$ cat src/rtl/core/lsdp_pkg.sv
`timescale 1ns / 1ps
// ----------------------------------------------------------------------------
// lsdp_pkg: shared types and constants for the sector direction picker
// Field widths, register indexes, direction codes and the window helper.
// ----------------------------------------------------------------------------
package lsdp_pkg;

  localparam int RANGE_BITS     = 16;
  localparam int INDEX_BITS     = 12;
  localparam int MAX_HALF_WIDTH = 255;

  localparam int THR_BITS      = 16;
  localparam int CENTRE_BITS   = 12;
  localparam int HW_BITS       = 8;
  localparam int CFG_IDX_BITS  = 3;
  localparam int CFG_DATA_BITS = 16;
  localparam int DIR_BITS      = 2;

  // a window holds at most 2*MAX_HALF_WIDTH samples
  localparam int SUM_BITS = RANGE_BITS + $clog2(2 * MAX_HALF_WIDTH + 1);
  localparam int LEN_BITS = INDEX_BITS + 1;
  localparam int CMP_BITS = ((CENTRE_BITS > LEN_BITS) ? CENTRE_BITS : LEN_BITS) + 1;

  localparam int NUM_SECTORS = 3;
  localparam int SEC_FRONT   = 0;
  localparam int SEC_RIGHT   = 1;
  localparam int SEC_LEFT    = 2;

  localparam logic [THR_BITS-1:0]    RST_FRONT_THR    = THR_BITS'(400);
  localparam logic [THR_BITS-1:0]    RST_SIDE_THR     = THR_BITS'(300);
  localparam logic [THR_BITS-1:0]    RST_MIN_VALID    = THR_BITS'(0);
  localparam logic [CENTRE_BITS-1:0] RST_FRONT_CENTRE = CENTRE_BITS'(360);
  localparam logic [CENTRE_BITS-1:0] RST_LEFT_CENTRE  = CENTRE_BITS'(480);
  localparam logic [CENTRE_BITS-1:0] RST_RIGHT_CENTRE = CENTRE_BITS'(240);
  localparam logic [HW_BITS-1:0]     RST_HALF_WIDTH   = HW_BITS'(60);

  typedef enum logic [CFG_IDX_BITS-1:0] {
    CFG_FRONT_THR    = 3'd0,
    CFG_SIDE_THR     = 3'd1,
    CFG_MIN_VALID    = 3'd2,
    CFG_FRONT_CENTRE = 3'd3,
    CFG_LEFT_CENTRE  = 3'd4,
    CFG_RIGHT_CENTRE = 3'd5,
    CFG_HALF_WIDTH   = 3'd6
  } cfg_reg_t;

  typedef enum logic [DIR_BITS-1:0] {
    DIR_FORWARD = 2'd0,
    DIR_LEFT    = 2'd1,
    DIR_RIGHT   = 2'd2,
    DIR_ERROR   = 2'd3
  } dir_t;

  typedef logic [SUM_BITS-1:0] sum_t;

  // end-of-scan snapshot handed to the decision stage
  typedef struct packed {
    sum_t [NUM_SECTORS-1:0]  sums;
    logic [NUM_SECTORS-1:0]  hits;
    logic [LEN_BITS-1:0]     len;
  } scan_snap_t;

  // index lies in [centre - hw, centre + hw); empty if window starts below 0
  function automatic logic in_window(input logic [INDEX_BITS-1:0]  idx,
                                     input logic [CENTRE_BITS-1:0] centre,
                                     input logic [HW_BITS-1:0]     hw);
    logic [CMP_BITS-1:0] c;
    logic [CMP_BITS-1:0] h;
    logic [CMP_BITS-1:0] i;
    c = CMP_BITS'(centre);
    h = CMP_BITS'(hw);
    i = CMP_BITS'(idx);
    return (c >= h) && (i >= c - h) && (i < c + h);
  endfunction

endpackage

$ cat src/rtl/core/lsdp_if.sv
`timescale 1ns / 1ps
// ----------------------------------------------------------------------------
// lsdp_if: valid/ready channels of the sector direction picker
// Sample input, direction result and register write channels.
// ----------------------------------------------------------------------------
interface lsdp_in_if;
  logic                            valid;
  logic                            ready;
  logic [lsdp_pkg::RANGE_BITS-1:0] range_mm;
  logic                            last_sample;

  modport source (output valid, output range_mm, output last_sample, input ready);
  modport sink   (input valid, input range_mm, input last_sample, output ready);
endinterface

interface lsdp_out_if;
  logic                          valid;
  logic                          ready;
  logic [lsdp_pkg::DIR_BITS-1:0] direction;

  modport source (output valid, output direction, input ready);
  modport sink   (input valid, input direction, output ready);
endinterface

interface lsdp_cfg_if;
  logic                               valid;
  logic                               ready;
  logic [lsdp_pkg::CFG_IDX_BITS-1:0]  reg_index;
  logic [lsdp_pkg::CFG_DATA_BITS-1:0] wdata;

  modport source (output valid, output reg_index, output wdata, input ready);
  modport sink   (input valid, input reg_index, input wdata, output ready);
endinterface

$ cat src/rtl/core/lidar_sector_direction_picker_top.sv
`timescale 1ns / 1ps
// ----------------------------------------------------------------------------
// lidar_sector_direction_picker_top: picks a travel direction from one scan
//
// in_chan takes one range sample per request, in scan order; last_sample
// closes the scan. Front, right and left windows each keep a range sum and
// a collision flag. One direction request leaves on out_chan per scan:
// forward, left, right, or error when a window starts below 0 or ends past the scan.
// cfg_chan writes the seven registers; it is always ready and is meant to
// be used only while no scan result is outstanding.
// Throughput: one sample per cycle while in_chan is ready, set by the window
// compare and sum add on the accumulator registers.
// The edge that takes the last sample loads the decision stage snapshot;
// the direction is then loaded into the output register, which raises
// out_chan valid, as soon as that register is free or being read.
// Reset (rst_n low, synchronous) restores register defaults and clears the
// scan state and both result stages.
// When out_chan stalls, its direction holds in the output register, one
// more finished scan can wait in the decision stage and samples keep
// flowing; in_chan drops ready while both result stages are full.
// ----------------------------------------------------------------------------
module lidar_sector_direction_picker_top (
  input  logic       clk,
  input  logic       rst_n,
  lsdp_in_if.sink    in_chan,
  lsdp_out_if.source out_chan,
  lsdp_cfg_if.sink   cfg_chan
);

  localparam int NS = lsdp_pkg::NUM_SECTORS;
  localparam logic [lsdp_pkg::LEN_BITS-1:0] FULL_LEN =
    lsdp_pkg::LEN_BITS'(1) << lsdp_pkg::INDEX_BITS;

  // ---------------- configuration registers ----------------
  logic [lsdp_pkg::THR_BITS-1:0]    front_thr_r;
  logic [lsdp_pkg::THR_BITS-1:0]    side_thr_r;
  logic [lsdp_pkg::THR_BITS-1:0]    min_valid_r;
  logic [lsdp_pkg::CENTRE_BITS-1:0] front_centre_r;
  logic [lsdp_pkg::CENTRE_BITS-1:0] left_centre_r;
  logic [lsdp_pkg::CENTRE_BITS-1:0] right_centre_r;
  logic [lsdp_pkg::HW_BITS-1:0]     half_width_r;

  assign cfg_chan.ready = 1'b1;

  always_ff @(posedge clk) begin
    if (!rst_n) begin
      front_thr_r    <= lsdp_pkg::RST_FRONT_THR;
      side_thr_r     <= lsdp_pkg::RST_SIDE_THR;
      min_valid_r    <= lsdp_pkg::RST_MIN_VALID;
      front_centre_r <= lsdp_pkg::RST_FRONT_CENTRE;
      left_centre_r  <= lsdp_pkg::RST_LEFT_CENTRE;
      right_centre_r <= lsdp_pkg::RST_RIGHT_CENTRE;
      half_width_r   <= lsdp_pkg::RST_HALF_WIDTH;
    end else if (cfg_chan.valid) begin
      case (lsdp_pkg::cfg_reg_t'(cfg_chan.reg_index))
        lsdp_pkg::CFG_FRONT_THR:    front_thr_r    <= cfg_chan.wdata[lsdp_pkg::THR_BITS-1:0];
        lsdp_pkg::CFG_SIDE_THR:     side_thr_r     <= cfg_chan.wdata[lsdp_pkg::THR_BITS-1:0];
        lsdp_pkg::CFG_MIN_VALID:    min_valid_r    <= cfg_chan.wdata[lsdp_pkg::THR_BITS-1:0];
        lsdp_pkg::CFG_FRONT_CENTRE: front_centre_r <= cfg_chan.wdata[lsdp_pkg::CENTRE_BITS-1:0];
        lsdp_pkg::CFG_LEFT_CENTRE:  left_centre_r  <= cfg_chan.wdata[lsdp_pkg::CENTRE_BITS-1:0];
        lsdp_pkg::CFG_RIGHT_CENTRE: right_centre_r <= cfg_chan.wdata[lsdp_pkg::CENTRE_BITS-1:0];
        lsdp_pkg::CFG_HALF_WIDTH:   half_width_r   <= cfg_chan.wdata[lsdp_pkg::HW_BITS-1:0];
        default: ;  // unmapped index, write dropped
      endcase
    end
  end

  // saturated half width
  logic [lsdp_pkg::HW_BITS-1:0] hw_eff;
  assign hw_eff = (int'(half_width_r) > lsdp_pkg::MAX_HALF_WIDTH) ?
                  lsdp_pkg::HW_BITS'(lsdp_pkg::MAX_HALF_WIDTH) : half_width_r;

  // per-sector views, indexed like the hit flags
  logic [lsdp_pkg::CENTRE_BITS-1:0] centre [NS];
  logic [lsdp_pkg::THR_BITS-1:0]    thr    [NS];
  always_comb begin
    centre[lsdp_pkg::SEC_FRONT] = front_centre_r;
    centre[lsdp_pkg::SEC_RIGHT] = right_centre_r;
    centre[lsdp_pkg::SEC_LEFT]  = left_centre_r;
    thr[lsdp_pkg::SEC_FRONT]    = front_thr_r;
    thr[lsdp_pkg::SEC_RIGHT]    = side_thr_r;
    thr[lsdp_pkg::SEC_LEFT]     = side_thr_r;
  end

  // ---------------- handshake ----------------
  logic pend_v_r, pend_v_nxt;
  logic out_v_r, out_v_nxt;
  logic out_adv, pend_adv, in_acc, last_acc;

  assign out_adv  = !out_v_r || out_chan.ready;
  assign pend_adv = pend_v_r && out_adv;
  assign in_chan.ready = !pend_v_r || out_adv;
  assign in_acc   = in_chan.valid && in_chan.ready;
  assign last_acc = in_acc && in_chan.last_sample;

  // ---------------- accumulator stage ----------------
  logic [lsdp_pkg::INDEX_BITS-1:0] idx_r, idx_nxt, idx_upd;
  logic                            ovf_r, ovf_nxt, ovf_upd;
  lsdp_pkg::sum_t [NS-1:0]         sum_r, sum_nxt, sum_upd;
  logic [NS-1:0]                   hit_r, hit_nxt, hit_upd;
  logic [lsdp_pkg::INDEX_BITS:0]   idx_inc;
  logic [lsdp_pkg::LEN_BITS-1:0]   len_upd;
  logic                            range_ok;
  logic                            win;

  always_comb begin
    idx_inc  = {1'b0, idx_r} + (lsdp_pkg::INDEX_BITS + 1)'(1);
    range_ok = in_chan.range_mm > min_valid_r;
    sum_upd  = sum_r;
    hit_upd  = hit_r;
    idx_upd  = idx_r;
    ovf_upd  = ovf_r;
    win      = 1'b0;
    // once the index wraps, further samples are ignored
    if (!ovf_r) begin
      for (int s = 0; s < NS; s++) begin
        win = lsdp_pkg::in_window(idx_r, centre[s], hw_eff);
        if (win) begin
          sum_upd[s] = sum_r[s] + lsdp_pkg::SUM_BITS'(in_chan.range_mm);
          if (range_ok && (in_chan.range_mm < thr[s])) begin
            hit_upd[s] = 1'b1;
          end
        end
      end
      idx_upd = idx_inc[lsdp_pkg::INDEX_BITS] ? '0 : idx_inc[lsdp_pkg::INDEX_BITS-1:0];
      ovf_upd = idx_inc[lsdp_pkg::INDEX_BITS];
    end
    len_upd = ovf_upd ? FULL_LEN : lsdp_pkg::LEN_BITS'(idx_upd);

    sum_nxt = sum_r;
    hit_nxt = hit_r;
    idx_nxt = idx_r;
    ovf_nxt = ovf_r;
    if (last_acc) begin
      sum_nxt = '0;
      hit_nxt = '0;
      idx_nxt = '0;
      ovf_nxt = 1'b0;
    end else if (in_acc) begin
      sum_nxt = sum_upd;
      hit_nxt = hit_upd;
      idx_nxt = idx_upd;
      ovf_nxt = ovf_upd;
    end
  end

  always_ff @(posedge clk) begin
    if (!rst_n) begin
      sum_r <= '0;
      hit_r <= '0;
      idx_r <= '0;
      ovf_r <= 1'b0;
    end else begin
      sum_r <= sum_nxt;
      hit_r <= hit_nxt;
      idx_r <= idx_nxt;
      ovf_r <= ovf_nxt;
    end
  end

  // ---------------- decision stage ----------------
  lsdp_pkg::scan_snap_t snap_r;

  assign pend_v_nxt = last_acc ? 1'b1 : (pend_adv ? 1'b0 : pend_v_r);

  always_ff @(posedge clk) begin
    if (last_acc) begin
      snap_r.sums <= sum_upd;
      snap_r.hits <= hit_upd;
      snap_r.len  <= len_upd;
    end
  end

  lsdp_pkg::dir_t dir;
  logic           covered;
  logic [lsdp_pkg::CMP_BITS-1:0] c_w, h_w, l_w;
  lsdp_pkg::sum_t fs, rs, ls;
  logic           fh, rh, lh;

  always_comb begin
    covered = 1'b1;
    h_w     = lsdp_pkg::CMP_BITS'(hw_eff);
    l_w     = lsdp_pkg::CMP_BITS'(snap_r.len);
    c_w     = '0;
    for (int s = 0; s < NS; s++) begin
      c_w = lsdp_pkg::CMP_BITS'(centre[s]);
      if ((c_w < h_w) || (c_w + h_w > l_w)) begin
        covered = 1'b0;
      end
    end
    fs = snap_r.sums[lsdp_pkg::SEC_FRONT];
    rs = snap_r.sums[lsdp_pkg::SEC_RIGHT];
    ls = snap_r.sums[lsdp_pkg::SEC_LEFT];
    fh = snap_r.hits[lsdp_pkg::SEC_FRONT];
    rh = snap_r.hits[lsdp_pkg::SEC_RIGHT];
    lh = snap_r.hits[lsdp_pkg::SEC_LEFT];

    if (!covered) begin
      dir = lsdp_pkg::DIR_ERROR;
    end else if (!fh) begin
      dir = lsdp_pkg::DIR_FORWARD;
    end else if (!lh && !rh) begin
      dir = (rs > ls) ? lsdp_pkg::DIR_RIGHT : lsdp_pkg::DIR_LEFT;  // tie goes left
    end else if (!rh) begin
      dir = lsdp_pkg::DIR_RIGHT;
    end else if (!lh) begin
      dir = lsdp_pkg::DIR_LEFT;
    end else if ((ls > fs) && (ls > rs)) begin
      dir = lsdp_pkg::DIR_LEFT;
    end else if ((rs > fs) && (rs > ls)) begin
      dir = lsdp_pkg::DIR_RIGHT;
    end else begin
      dir = lsdp_pkg::DIR_FORWARD;
    end
  end

  // ---------------- output register ----------------
  logic [lsdp_pkg::DIR_BITS-1:0] out_dir_r;

  assign out_v_nxt = pend_adv ? 1'b1 : (out_chan.ready ? 1'b0 : out_v_r);

  always_ff @(posedge clk) begin
    if (pend_adv) begin
      out_dir_r <= dir;
    end
  end

  always_ff @(posedge clk) begin
    if (!rst_n) begin
      pend_v_r <= 1'b0;
      out_v_r  <= 1'b0;
    end else begin
      pend_v_r <= pend_v_nxt;
      out_v_r  <= out_v_nxt;
    end
  end

  assign out_chan.valid     = out_v_r;
  assign out_chan.direction = out_dir_r;

endmodule
$ cat src/flat_wrapper.sv
// flat-port wrapper written by rule: the top's interface ports become plain ports
module lidar_sector_direction_picker_top_flat 
  (clk, rst_n, in_chan_valid, in_chan_range_mm, in_chan_last_sample, in_chan_ready, out_chan_valid, out_chan_direction, out_chan_ready, cfg_chan_valid, cfg_chan_reg_index, cfg_chan_wdata, cfg_chan_ready);
  lsdp_in_if in_chan_i ();
  lsdp_out_if out_chan_i ();
  lsdp_cfg_if cfg_chan_i ();
  input  logic clk;
  input  logic rst_n;
  input wire logic [$bits(in_chan_i.valid)-1:0] in_chan_valid;
  input wire logic [$bits(in_chan_i.range_mm)-1:0] in_chan_range_mm;
  input wire logic [$bits(in_chan_i.last_sample)-1:0] in_chan_last_sample;
  output wire logic [$bits(in_chan_i.ready)-1:0] in_chan_ready;
  output wire logic [$bits(out_chan_i.valid)-1:0] out_chan_valid;
  output wire logic [$bits(out_chan_i.direction)-1:0] out_chan_direction;
  input wire logic [$bits(out_chan_i.ready)-1:0] out_chan_ready;
  input wire logic [$bits(cfg_chan_i.valid)-1:0] cfg_chan_valid;
  input wire logic [$bits(cfg_chan_i.reg_index)-1:0] cfg_chan_reg_index;
  input wire logic [$bits(cfg_chan_i.wdata)-1:0] cfg_chan_wdata;
  output wire logic [$bits(cfg_chan_i.ready)-1:0] cfg_chan_ready;
  assign in_chan_i.valid = in_chan_valid;
  assign in_chan_i.range_mm = in_chan_range_mm;
  assign in_chan_i.last_sample = in_chan_last_sample;
  assign in_chan_ready = in_chan_i.ready;
  assign out_chan_valid = out_chan_i.valid;
  assign out_chan_direction = out_chan_i.direction;
  assign out_chan_i.ready = out_chan_ready;
  assign cfg_chan_i.valid = cfg_chan_valid;
  assign cfg_chan_i.reg_index = cfg_chan_reg_index;
  assign cfg_chan_i.wdata = cfg_chan_wdata;
  assign cfg_chan_ready = cfg_chan_i.ready;
  lidar_sector_direction_picker_top u_core (.clk(clk), .rst_n(rst_n), .in_chan(in_chan_i), .out_chan(out_chan_i), .cfg_chan(cfg_chan_i));
endmodule
$ cat config.mk
export PLATFORM = sky130hd
export DESIGN_NAME = lidar_sector_direction_picker_top_flat
export DESIGN_NICKNAME = d
export VERILOG_FILES = /design/src/rtl/core/lsdp_pkg.sv /design/src/rtl/core/lsdp_if.sv /design/src/rtl/core/lidar_sector_direction_picker_top.sv /design/src/flat_wrapper.sv
export SDC_FILE = /design/constraint.sdc
export NUM_CORES = 1
export LEC_CHECK = 0
export ABC_AREA = 1
export BUFFER_PORTS_ARGS = -buffer_cell sky130_fd_sc_hd__buf_2
export CORE_MARGIN = 2
export CORE_UTILIZATION = 39
export DETAILED_ROUTE_END_ITERATION = 10
export GPL_TIMING_DRIVEN = 0
export HOLD_SLACK_MARGIN = 0.05
export PLACE_DENSITY_LB_ADDON = 0.2
export REMOVE_ABC_BUFFERS = 1
export SETUP_SLACK_MARGIN = 0.3
export SLEW_MARGIN = 20
export SYNTH_ARGS = -nofsm -noshare
export SYNTH_HDL_FRONTEND = slang
export SYNTH_SLANG_ARGS = --single-unit
$ cat constraint.sdc
create_clock -name clk -period 4.3 [get_ports clk]
set_input_delay 0.215 -clock clk [delete_from_list [all_inputs] [get_ports clk]]
set_output_delay 0.215 -clock clk [all_outputs]
set_load 0.03 [all_outputs]
==> results of run 1 <==
## report_power, final
part	switching, mW	internal, mW	leakage [nW]	total, mW
sequential	0.103	2.83	2.41	2.94
clock	1.30	1.90	0.593	3.20
combinational	1.03	0.569	11.2	1.60
total	2.43	5.30	14.2	7.73
## cells in the final DEF, fill, tap and decap left out, drive strengths merged, types with 93 or more instances in the layout
master and count:
nand2 1049, inv 594, ha 326, a21oi 269
nor2 251, dfxtp 185, o21ai 174, nand3 161
buf 102, edfxtp 93
## area by class of cell
| type | instances | area share (%) |
|---|---|---|
| tap | 790 | 3.57 |
| inverter | 598 | 8.18 |
| timing repair buffer | 118 | 4.17 |
| multi-input combinational | 2581 | 56.1 |
| clock buffer | 44 | 3.59 |
| sequential | 278 | 23.6 |
| clock inverter | 21 | 0.864 |
## synthesized netlist by cell type, drive strengths merged, types with 2 or more instances
library cell  instances  area share (%)
nor3                 22            0.46
nor2                251             4.0
o21a                  2           0.062
buf                  37            0.95
edfxtp               93              12
nand3               158             3.3
o211ai               20            0.62
o31ai                 4            0.12
ha                  326              17
o21ai               174             3.7
dfxtp               185              15
a211oi                4            0.12
nand2              1049              17
and2                  5            0.13
a31oi                 9            0.23
xnor2                13            0.47
a21oi               269             5.6
clkbuf               50            0.78
and3                  3           0.078
nand3b               16            0.50
or2                   5            0.13
a21boi                2           0.078
a22oi                 2           0.062
xor2                 91             3.3
clkinv                5           0.078
fa                    9            0.75
inv                 593             9.3
nor4                 11            0.29
a21o                  3           0.094
o21bai               33             1.3
nand4                92             2.6
## metrics by stage
step                power (mW)  utilization, %  setup TNS (ps)  hold slack, ps
floorplan                 4.00               -         -263080             299
global placement          4.46            40.5        -1037760             447
detailed placement        4.48            40.9         -174530             449
CTS                       7.73            43.9               0            50.0
global route              8.11            45.1               0            77.7
finish                    7.73            45.1               0            64.2
## sequential cells by signal, summed over array words and instances (netlist names)
register                   count
u_core.front_centre_r         12
u_core.rh                      1
u_core.front_thr_r            16
u_core.out_chan.valid          1
u_core.pend_v_r                1
u_core.right_centre_r         12
u_core.out_chan.direction      2
u_core.idx_r                  12
u_core.sum_r                  75
u_core.fh                      1
u_core.hit_r                   3
u_core.rs                     25
u_core.l_w                    13
u_core.ls                     25
u_core.half_width_r            8
u_core.ovf_r                   1
u_core.fs                     25
u_core.min_valid_r            16
u_core.lh                      1
u_core.left_centre_r          12
u_core.side_thr_r             16
## path summary, 6_finish.rpt
kind,startpoint,to
min,cfg_chan_wdata[8],u_core.front_centre_r[8]$_SDFFE_PN1P_
min reg2reg,u_core.front_thr_r[6]$_SDFFE_PN0P_,u_core.front_thr_r[6]$_SDFFE_PN0P_
max reg2reg,u_core.half_width_r[6]$_SDFFE_PN0P_,u_core.rs[22]$_DFFE_PP_
max,u_core.half_width_r[6]$_SDFFE_PN0P_,u_core.rs[22]$_DFFE_PP_
## routing by layer
metal	share of wire, %	global-route usage (%)	vias to the layer above
met3	4.8	2.63	88
li1	-	-	11587
met2	44	36.3	468
met1	49	33.1	10139
met5	0	0	-
met4	2.5	7.19	0
## worst register-to-register path, stage by stage (launching register included)
cell                       delay, ps
sky130_fd_sc_hd__dfxtp_2         400
sky130_fd_sc_hd__inv_1           170
sky130_fd_sc_hd__ha_2            490
sky130_fd_sc_hd__inv_1            90
sky130_fd_sc_hd__a211oi_1        310
sky130_fd_sc_hd__nand2_1         100
sky130_fd_sc_hd__nand2_1         140
sky130_fd_sc_hd__a21oi_4         100
sky130_fd_sc_hd__xor2_2          180
sky130_fd_sc_hd__ha_1            310
sky130_fd_sc_hd__a21oi_1         140
sky130_fd_sc_hd__o21ai_0         100
sky130_fd_sc_hd__nand4_1         100
sky130_fd_sc_hd__nand2_1          90
sky130_fd_sc_hd__nor2_4          110
sky130_fd_sc_hd__buf_12          150
sky130_fd_sc_hd__nand3_4         160
sky130_fd_sc_hd__buf_4           240
sky130_fd_sc_hd__nand2_1          50
sky130_fd_sc_hd__nand2_1          50
sky130_fd_sc_hd__nand2_1          80
sky130_fd_sc_hd__nand2_1         110
## cells by family after synthesis
logic type / count (synthesis) / share of synthesized area [%]
other cells: 1 / 0.0156
fa+ha+maj: 335 / 17.7
buf+inv: 685 / 11.1
flops: 278 / 27.0
xor+xnor: 104 / 3.79
compound gates: 524 / 12.1
simple gates: 1614 / 28.3
## timing repair
action | CTS | global route
cloned | 0 | 7
hold buffers | 13 | 0
pin swaps | 14 | 41
hold endpoints to repair | 42 | 0
setup buffers | 25 | 24
endpoints found under the setup margin | 158 | 157
gates resized for setup | 52 | 95
==> summary.txt, run 1 <==
==================================================================================================
Peak clock frequency supported by timing ............................................      255 MHz
Crit path max-delay cell type ....................................................... sky130_fd_sc_hd__ha_2
Routed vias/inst ....................................................................         5.03
Max-slew violation total from the final report ......................................            0
Fraction of the yosys area taken by sequential cells ................................        27.0%
Die area ............................................................................   0.0636 mm2
Via count of the first global-routing pass ..........................................        20148
Worst Tran Pin Value ................................................................      1220 ps
Setup violations, final .............................................................            0
Area after DPL ......................................................................   0.0251 mm2
Path class of the lowest-slack min-delay path .......................................    in -> reg
Netlist area before placement .......................................................   0.0240 mm2
Overall overflow remaining after global route .......................................            0
Cell type group with the largest total delay on the critical path ................... simple AND/OR/NAND/NOR gates
Half-perimeter wire length of the detailed placement result .........................     56500 um
CP max FO ...........................................................................            9
Std-Cell Core Area ..................................................................   0.0614 mm2
Headroom to the max-slew limit ......................................................        18.3%
First-pass GRT wire length ..........................................................    114000 um
Post-synth cell types ...............................................................           52
Cell leakage power ..................................................................      14.2 nW
WP buf/inv ..........................................................................            4
Routed vias .........................................................................        22282
Worst R2R Setup Slack ...............................................................       390 ps
Worst path depth ....................................................................           21
Die span in y .......................................................................       252 um
Power per cell area .................................................................   279 mW/mm2
Sink Count ..........................................................................          278
Synth Area per Inst .................................................................     6.79 um2
Number of standard cells in the final layout excluding fillers ......................         4430
Number of cells after detailed placement ............................................         4296
Inserted Clock Buffers ..............................................................           36
Pre-CTS setup slack .................................................................     -1890 ps
Max-capacitance violation count .....................................................            0
IO Port Bufs ........................................................................           44
Fraction of registers with async set or reset after synthesis .......................           0%
Fin crit share ......................................................................        91.0%
Arrival time at the worst endpoint ..................................................      4220 ps
FF/Latch Area .......................................................................  0.00652 mm2
Number of nets at the end of the flow ...............................................         3989
Antenna cells .......................................................................            0
Area of combinational cells with multiple inputs ....................................   0.0155 mm2
Post-synthesis instance total .......................................................         3541
Clock transition time at the flip-flop clock pins of the worst setup and hold paths .        60 ps
Die width ...........................................................................       252 um
Worst vdd rail ir drop ..............................................................     0.257 mV
Antenna violations before repair ....................................................            1
Main flop type after synthesis ...................................................... sky130_fd_sc_hd__dfxtp_1
Number of antenna-violating nets in the routed design ...............................            0
Setup repair after global routing missed its margin .................................         true
Post-synth EDFFs ....................................................................           93
Sort of element at the start of the critical path ...................................    flip-flop
Final routed wire length divided by cell count ......................................      17.0 um
Final critical delay including setup and external delays ............................      3910 ps
Clock latency on the worst-skew pair ................................................       570 ps
Post-route cell area ................................................................   0.0277 mm2
First-pass DRT Iterations ...........................................................            5
Worst hold path stage count .........................................................            3
Maximum number of pins on one net before global-route repair ........................           75
Final hold violation count ..........................................................            0
I/O pins ............................................................................           46
Count of routing violations after the opening detailed-route iteration ..............         1515
Final weighted congestion in routability-driven placement ...........................        0.897
Clock Skews .........................................................................      25.4 ps
Final Routed Wirelength .............................................................     75200 um
Fill cell count .....................................................................         6350
Post-route setup slack ..............................................................       386 ps
Crit-path max cell delay ............................................................       490 ps
Synthesis warning total .............................................................            0
CTS tree ............................................................................         done
Fraction of layout cells with a size suffix above 1 .................................        9.95%
WP data required ....................................................................      4610 ps
Critical setup path kind ............................................................   reg -> reg
Critical Path, Cell by Cell ......................................................... inv_1 -> ha_2 -> inv_1 -> a211oi_1 -> nand2_1 -> nand2_1 -> a21oi_4 -> xor2_2 -> ha_1 -> a21oi_1 -> o21ai_0 -> nand4_1 -> nand2_1 -> nor2_4 -> buf_12 -> nand3_4 -> buf_4 -> nand2_1 -> nand2_1 -> nand2_1 -> nand2_1
Result of the run ................................................................... finished clean
CTS max path bufs ...................................................................            3
Number of register bits inferred by synthesis .......................................          278
Crit path top cell by count ......................................................... sky130_fd_sc_hd__nand2_1
Area growth from synthesis to layout ................................................        15.1%
Cell at the root of the clock tree .................................................. sky130_fd_sc_hd__clkbuf_16
Effective utilization at floorplan ..................................................        39.2%
Detailed-route DRC error count ......................................................            0
Rows ................................................................................           91
H-tree depth ........................................................................            2
Total routing resource utilization after global routing .............................        23.1%
Depth of the most critical reg-to-reg path ..........................................           21
Category of the worst setup path capture point ......................................    flip-flop
==================================================================================================
(Power assumes the default switching activity.)
==> run 2, diff against run 1 <==
--- a/config.mk
+++ b/config.mk
@@ -9,10 +9,11 @@
 export BUFFER_PORTS_ARGS = -buffer_cell sky130_fd_sc_hd__buf_2
 export CORE_MARGIN = 2
 export CORE_UTILIZATION = 39
+export CTS_BUF_LIST = sky130_fd_sc_hd__clkbuf_16
 export DETAILED_ROUTE_END_ITERATION = 10
 export GPL_TIMING_DRIVEN = 0
 export HOLD_SLACK_MARGIN = 0.05
-export PLACE_DENSITY_LB_ADDON = 0.2
+export PLACE_DENSITY = 0.58
 export REMOVE_ABC_BUFFERS = 1
 export SETUP_SLACK_MARGIN = 0.3
 export SLEW_MARGIN = 20
==> summary.txt, run 2 (synthesis gave the netlist of run 1 again) <==
==================================================================================================
Result of the run ................................................................... finished clean
Most used cells in the layout excluding fill and tap cells .......................... 978 x sky130_fd_sc_hd__nand2_1, 577 x sky130_fd_sc_hd__inv_1, 305 x sky130_fd_sc_hd__ha_1
Startpoint of the worst hold path ................................................... cfg_chan_wdata[1]
Number of antenna-violating nets in the routed design ...............................            0
Overall overflow remaining after global route .......................................            0
Effective utilization at floorplan ..................................................        39.2%
Number of nets at the end of the flow ...............................................         3986
Clock Skews .........................................................................      39.6 ps
Crit path top cell by count ......................................................... sky130_fd_sc_hd__nand2_1
Routed vias .........................................................................        22290
Count of routing violations after the opening detailed-route iteration ..............         1721
Category of the worst setup path capture point ......................................    flip-flop
Post-route setup slack ..............................................................       412 ps
Most common cell after layout, fill and taps aside .................................. sky130_fd_sc_hd__nand2_1
Fin crit share ......................................................................        90.4%
Inserted Clock Buffers ..............................................................           36
Maximum number of pins on one net before global-route repair ........................           96
FF/Latch Area .......................................................................  0.00652 mm2
Path class of the lowest-slack min-delay path .......................................    in -> reg
CTS max path bufs ...................................................................            3
Cell type group with the largest total delay on the critical path ................... simple AND/OR/NAND/NOR gates
WP buf/inv ..........................................................................            6
Antenna violations before repair ....................................................            2
Final critical delay including setup and external delays ............................      3890 ps
First-pass DRT Iterations ...........................................................            5
Area of combinational cells with multiple inputs ....................................   0.0157 mm2
Total routing resource utilization after global routing .............................        22.6%
Final weighted congestion in routability-driven placement ...........................        0.931
H-tree depth ........................................................................            2
CTS tree ............................................................................         done
Die area ............................................................................   0.0636 mm2
Headroom to the max-slew limit ......................................................        21.9%
Final Routed Wirelength .............................................................     73700 um
Sort of element at the start of the critical path ...................................    flip-flop
Peak clock frequency supported by timing ............................................      257 MHz
Max-capacitance violation count .....................................................            0
Clock transition time at the flip-flop clock pins of the worst setup and hold paths .        60 ps
Antenna cells .......................................................................            0
Half-perimeter wire length of the detailed placement result .........................     55200 um
Fill cell count .....................................................................         6320
Sink Count ..........................................................................          278
Final routed wire length divided by cell count ......................................      16.6 um
IO Port Bufs ........................................................................           44
Final hold violation count ..........................................................            0
Crit-path max cell delay ............................................................       410 ps
Via count of the first global-routing pass ..........................................        20043
Pre-CTS setup slack .................................................................     -1830 ps
Setup violations, final .............................................................            0
Crit path max-delay cell type ....................................................... sky130_fd_sc_hd__ha_2
Startpoint of the lowest-slack register-to-register path ............................ u_core.half_width_r[4]$_SDFFE_PN1P_
I/O pins ............................................................................           46
Detailed-route DRC error count ......................................................            0
Clock latency on the worst-skew pair ................................................       560 ps
Power per cell area .................................................................   272 mW/mm2
Area growth from synthesis to layout ................................................        15.1%
Arrival time at the worst endpoint ..................................................      4170 ps
Fraction of layout cells with a size suffix above 1 .................................        10.5%
Die width ...........................................................................       252 um
Rows ................................................................................           91
Routed vias/inst ....................................................................         5.04
Setup repair after global routing missed its margin .................................        false
Cell leakage power ..................................................................      14.1 nW
Cell at the root of the clock tree .................................................. sky130_fd_sc_hd__clkbuf_16
WP data required ....................................................................      4580 ps
Worst Tran Pin Value ................................................................      1170 ps
Worst vdd rail ir drop ..............................................................     0.335 mV
Largest register by flop count ...................................................... u_core.sum_r
CP max FO ...........................................................................            6
Critical setup path kind ............................................................   reg -> reg
Critical path origin ................................................................ u_core.half_width_r[4]$_SDFFE_PN1P_
First-pass GRT wire length ..........................................................    112000 um
Max reg flops .......................................................................           75
Std-Cell Core Area ..................................................................   0.0614 mm2
Core utilization of the finished layout .............................................        45.1%
Die span in y .......................................................................       252 um
Max-slew violation total from the final report ......................................            0
==================================================================================================
[run 2: cell count changes in the layout (fill, tap and decap cells not counted), moves of 4 or more]
cell                       before  now
sky130_fd_sc_hd__buf_6          5    9
sky130_fd_sc_hd__nand3_2        4    9
sky130_fd_sc_hd__nand2_2       52   66
sky130_fd_sc_hd__ha_2           4    8
sky130_fd_sc_hd__nand3_1      153  148
sky130_fd_sc_hd__clkbuf_8       4    0
sky130_fd_sc_hd__xor2_2         7   14
sky130_fd_sc_hd__nand2_1      993  978
sky130_fd_sc_hd__xor2_1        84   76
sky130_fd_sc_hd__inv_1        567  577
[run 2: path summary, 6_finish.rpt]
check                                        endpoint  slack (ps)  cells past startpoint
setup / recovery              u_core.fs[23]$_DFFE_PP_         410                     25
hold / removal    u_core.half_width_r[1]$_SDFFE_PN0P_          70                      3
setup reg to reg              u_core.fs[23]$_DFFE_PP_         410                     25
hold reg to reg    u_core.front_thr_r[6]$_SDFFE_PN0P_         450                      2
[run 2: area by class of cell]
| type | count | area share, % |
|---|---|---|
| clock buffer | 38 | 3.44 |
| sequential | 278 | 23.6 |
| inverter | 598 | 8.21 |
| clock inverter | 26 | 0.710 |
| multi-input combinational | 2582 | 56.8 |
| timing repair buffer | 114 | 3.71 |
| tap | 790 | 3.57 |
[run 2: per-stage QoR]
step | total power [mW] | setup TNS, ps | std cells | hold slack [ps] | instance area [um2]
after floorplan | 4.00 | -263080 | 3454 | 299 | 23600
after global placement | 4.45 | -999510 | 4288 | 447 | 24800
after detailed placement | 4.47 | -171060 | 4294 | 451 | 25000
after CTS | 7.48 | 0 | 4401 | 57.7 | 26700
after global routing | 7.91 | 0 | 4426 | 81.6 | 27700
final | 7.53 | 0 | 4426 | 71.4 | 27700
[run 2: worst min-delay path, delay by kind of cell]
kind	cells	cell delay, ps
compound gates	2	210
buf+inv	1	170
[run 2: power breakdown]
group | switching (mW) | leakage, nW | total (mW) | internal (mW)
Sequential | 0.104 | 2.41 | 2.94 | 2.83
Combinational | 1.04 | 11.1 | 1.61 | 0.574
Clock | 1.21 | 0.607 | 2.98 | 1.77
Total | 2.35 | 14.1 | 7.53 | 5.17
[run 2: routing by layer]
metal  up-vias  global-route usage (%)  routed length [um]
met1     10100                    32.2               35400
li1      11563                       -                   -
met2       538                    35.5               32200
met3        89                    3.07                4210
met4         0                    6.80                1910
met5         -                       0                   0
[run 2: timing repair]
item	4_1_cts	5_1_grt
cloned	2	6
hold buffers	14	0
pin swaps	14	65
gates resized for setup	42	155
setup endpoints to repair	158	156
buffers inserted	27	19
hold endpoints to repair	53	0
==> run 3, diff against run 2 <==
--- a/config.mk
+++ b/config.mk
@@ -13,7 +13,7 @@
 export DETAILED_ROUTE_END_ITERATION = 10
 export GPL_TIMING_DRIVEN = 0
 export HOLD_SLACK_MARGIN = 0.05
-export PLACE_DENSITY = 0.58
+export PLACE_DENSITY = 0.6
 export REMOVE_ABC_BUFFERS = 1
 export SETUP_SLACK_MARGIN = 0.3
 export SLEW_MARGIN = 20
==> constraint.sdc (replaced) <==
create_clock -name clk -period 3.5 [get_ports clk]
set_input_delay 0.175 -clock clk [delete_from_list [all_inputs] [get_ports clk]]
set_output_delay 0.175 -clock clk [all_outputs]
set_load 0.03 [all_outputs]
==> summary.txt, run 3 (synthesis gave the netlist of run 1 again) <==
==================================================================================================
Pre-CTS setup slack .................................................................     -2500 ps
Sink Count ..........................................................................          278
Max-slew violation total from the final report ......................................            0
Part of the total power dissipated in the clock network .............................        37.2%
Fraction of layout cells with a size suffix above 1 .................................        15.3%
Antenna cells .......................................................................            0
Via count of the first global-routing pass ..........................................        21244
Final hold violation count ..........................................................            0
Total routing resource utilization after global routing .............................        23.5%
Cell leakage power ..................................................................      14.6 nW
Endpoint of the worst-slack reg-to-reg timing path .................................. u_core.fs[21]$_DFFE_PP_
Area after DPL ......................................................................   0.0250 mm2
Number of nets at the end of the flow ...............................................         4044
Critical setup path kind ............................................................   reg -> reg
Post-route cell area ................................................................   0.0288 mm2
Arrival time at the worst endpoint ..................................................      4230 ps
Result of the run ................................................................... finished with violations
Category of the worst setup path capture point ......................................    flip-flop
Violations in the final reports ..................................................... setup timing
Half-perimeter wire length of the detailed placement result .........................     54900 um
Critical path origin ................................................................ u_core.half_width_r[1]$_SDFFE_PN0P_
Startpoint of the worst hold path ................................................... cfg_chan_wdata[11]
Setup violations, final .............................................................          158
Clock transition time at the flip-flop clock pins of the worst setup and hold paths .        60 ps
Worst R2R Setup Slack ...............................................................      -460 ps
Cell internal pwr ...................................................................      6.12 mW
Peak clock frequency supported by timing ............................................      253 MHz
Effective utilization at floorplan ..................................................        39.2%
Fin crit share ......................................................................         113%
Switching component of the power ....................................................      2.95 mW
Count of routing violations after the opening detailed-route iteration ..............         1559
Detailed-route DRC error count ......................................................            0
Antenna violations before repair ....................................................            1
Most common cell after layout, fill and taps aside .................................. sky130_fd_sc_hd__nand2_1
CP max FO ...........................................................................            5
Headroom to the max-slew limit ......................................................        25.1%
I/O pins ............................................................................           46
Final Routed Wirelength .............................................................     75500 um
Number of antenna-violating nets in the routed design ...............................            0
Area growth from synthesis to layout ................................................        19.8%
Final routed wire length divided by cell count ......................................      16.8 um
Largest register by flop count ...................................................... u_core.sum_r
Setup repair after global routing missed its margin .................................         true
Number of standard cells in the final layout excluding fillers ......................         4482
Overall overflow remaining after global route .......................................            0
Startpoint of the lowest-slack register-to-register path ............................ u_core.half_width_r[1]$_SDFFE_PN0P_
Flop pwr share ......................................................................        39.8%
Depth of the most critical reg-to-reg path ..........................................           24
Final critical delay including setup and external delays ............................      3960 ps
Clock Skews .........................................................................      30.9 ps
End of the critical path ............................................................ u_core.fs[21]$_DFFE_PP_
Routed vias .........................................................................        22712
Rows ................................................................................           91
Most used cells in the layout excluding fill and tap cells .......................... 889 x sky130_fd_sc_hd__nand2_1, 568 x sky130_fd_sc_hd__inv_1, 298 x sky130_fd_sc_hd__ha_1
IO Port Bufs ........................................................................           44
Die area ............................................................................   0.0636 mm2
H-tree depth ........................................................................            2
Final weighted congestion in routability-driven placement ...........................        0.935
Post-route setup slack ..............................................................      -458 ps
Cell at the root of the clock tree .................................................. sky130_fd_sc_hd__clkbuf_16
Number of cells after detailed placement ............................................         4294
First-pass GRT wire length ..........................................................    118000 um
Power per cell area .................................................................   315 mW/mm2
WP data required ....................................................................      3770 ps
First-pass DRT Iterations ...........................................................            7
Std-Cell Core Area ..................................................................   0.0614 mm2
Path class of the lowest-slack min-delay path .......................................    in -> reg
CTS max path bufs ...................................................................            3
Inserted Clock Buffers ..............................................................           35
Worst vdd rail ir drop ..............................................................     0.321 mV
CTS tree ............................................................................         done
Net switching fraction of the power .................................................        32.6%
Sort of element at the start of the critical path ...................................    flip-flop
Routed vias/inst ....................................................................         5.07
Clock latency on the worst-skew pair ................................................       560 ps
Core utilization of the finished layout .............................................        46.9%
Max reg flops .......................................................................           75
Die width ...........................................................................       252 um
Die span in y .......................................................................       252 um
Worst Tran Pin Value ................................................................      1120 ps
Max-capacitance violation count .....................................................            0
Combinational share of power ........................................................        23.0%
Maximum number of pins on one net before global-route repair ........................           75
==================================================================================================
==> run 3: what timing repair did <==
item                                    CTS  global route
hold buffers                             17             0
cloned                                    8             0
setup buffers                            84            18
endpoints found under the setup margin  158           158
gates resized for setup                 323            75
pin swaps                               177            62
endpoints found under the hold margin    77             0
==> run 3: cell type report <==
cell class	instances	area (um2)
clock buffers	35	876
well taps	790	988
clock inverters	26	144
flip-flops and latches	278	6520
inverters	598	2280
fillers	6095	32600
repair buffers	175	1690
multi-input cells	2580	16300
==> run 3: worst max-delay path: stages, from the launching register on <==
cell,delay [ps]
sky130_fd_sc_hd__dfxtp_4,380
sky130_fd_sc_hd__clkinvlp_4,160
sky130_fd_sc_hd__buf_6,160
sky130_fd_sc_hd__fa_2,340
sky130_fd_sc_hd__nand3b_1,210
sky130_fd_sc_hd__nand2_2,110
sky130_fd_sc_hd__nand2_2,60
sky130_fd_sc_hd__nand2_1,80
sky130_fd_sc_hd__a21oi_2,60
sky130_fd_sc_hd__o31ai_2,270
sky130_fd_sc_hd__xor2_1,290
sky130_fd_sc_hd__inv_1,80
sky130_fd_sc_hd__ha_1,270
sky130_fd_sc_hd__nand2_1,70
sky130_fd_sc_hd__inv_2,40
sky130_fd_sc_hd__nand2_2,60
sky130_fd_sc_hd__nand2_2,50
sky130_fd_sc_hd__nand4_1,130
sky130_fd_sc_hd__nand2_2,90
sky130_fd_sc_hd__nor2_4,240
sky130_fd_sc_hd__nand3_4,150
sky130_fd_sc_hd__nand2_1,100
sky130_fd_sc_hd__nand2_1,70
sky130_fd_sc_hd__nand2_2,80
sky130_fd_sc_hd__nand2_2,110
==> run 3: power by group through the flow <==
stage / combinational [mW] / clock, mW / sequential (mW)
4_1_cts: 2.00 / 3.45 / 3.61
2_1_floorplan: 1.28 / 0 / 3.63
6_report: 2.09 / 3.38 / 3.61
5_1_grt: 2.35 / 3.57 / 3.63
3_3_place_gp: 1.78 / 0 / 3.68
3_5_place_dp: 1.81 / 0 / 3.67
==> run 3: layer usage <==
layer  global-route usage [%]  vias to the layer above  wire (um)
li1                         -                    11675          -
met1                     31.9                    10387      34800
met2                     39.1                      547      34500
met3                     2.94                      103       3910
met4                     6.73                        0       2270
met5                        0                        -          0
==> run 3: worst min path at each step <==
stage | to | slack [ps] | depth (start not counted)
after floorplan | u_core.front_centre_r[3]$_SDFFE_PN1P_ | 260 | 1
after global placement | u_core.side_thr_r[4]$_SDFFE_PN0P_ | 450 | 2
after detailed placement | u_core.min_valid_r[11]$_SDFFE_PN0P_ | 450 | 2
after CTS | u_core.left_centre_r[11]$_SDFFE_PN0P_ | 60 | 3
after global routing | u_core.front_centre_r[10]$_SDFFE_PN0P_ | 70 | 3
final | u_core.left_centre_r[11]$_SDFFE_PN0P_ | 80 | 3
==> run 3: metrics by stage <==
stage,TNS (ps),total power [mW],hold slack (ps)
6_report,-44440,9.08,77.3
5_1_grt,-72790,9.54,70.7
4_1_cts,-36290,9.06,55.8
3_5_place_dp,-286720,5.49,451
3_3_place_gp,-1182960,5.46,447
2_1_floorplan,-447800,4.91,259
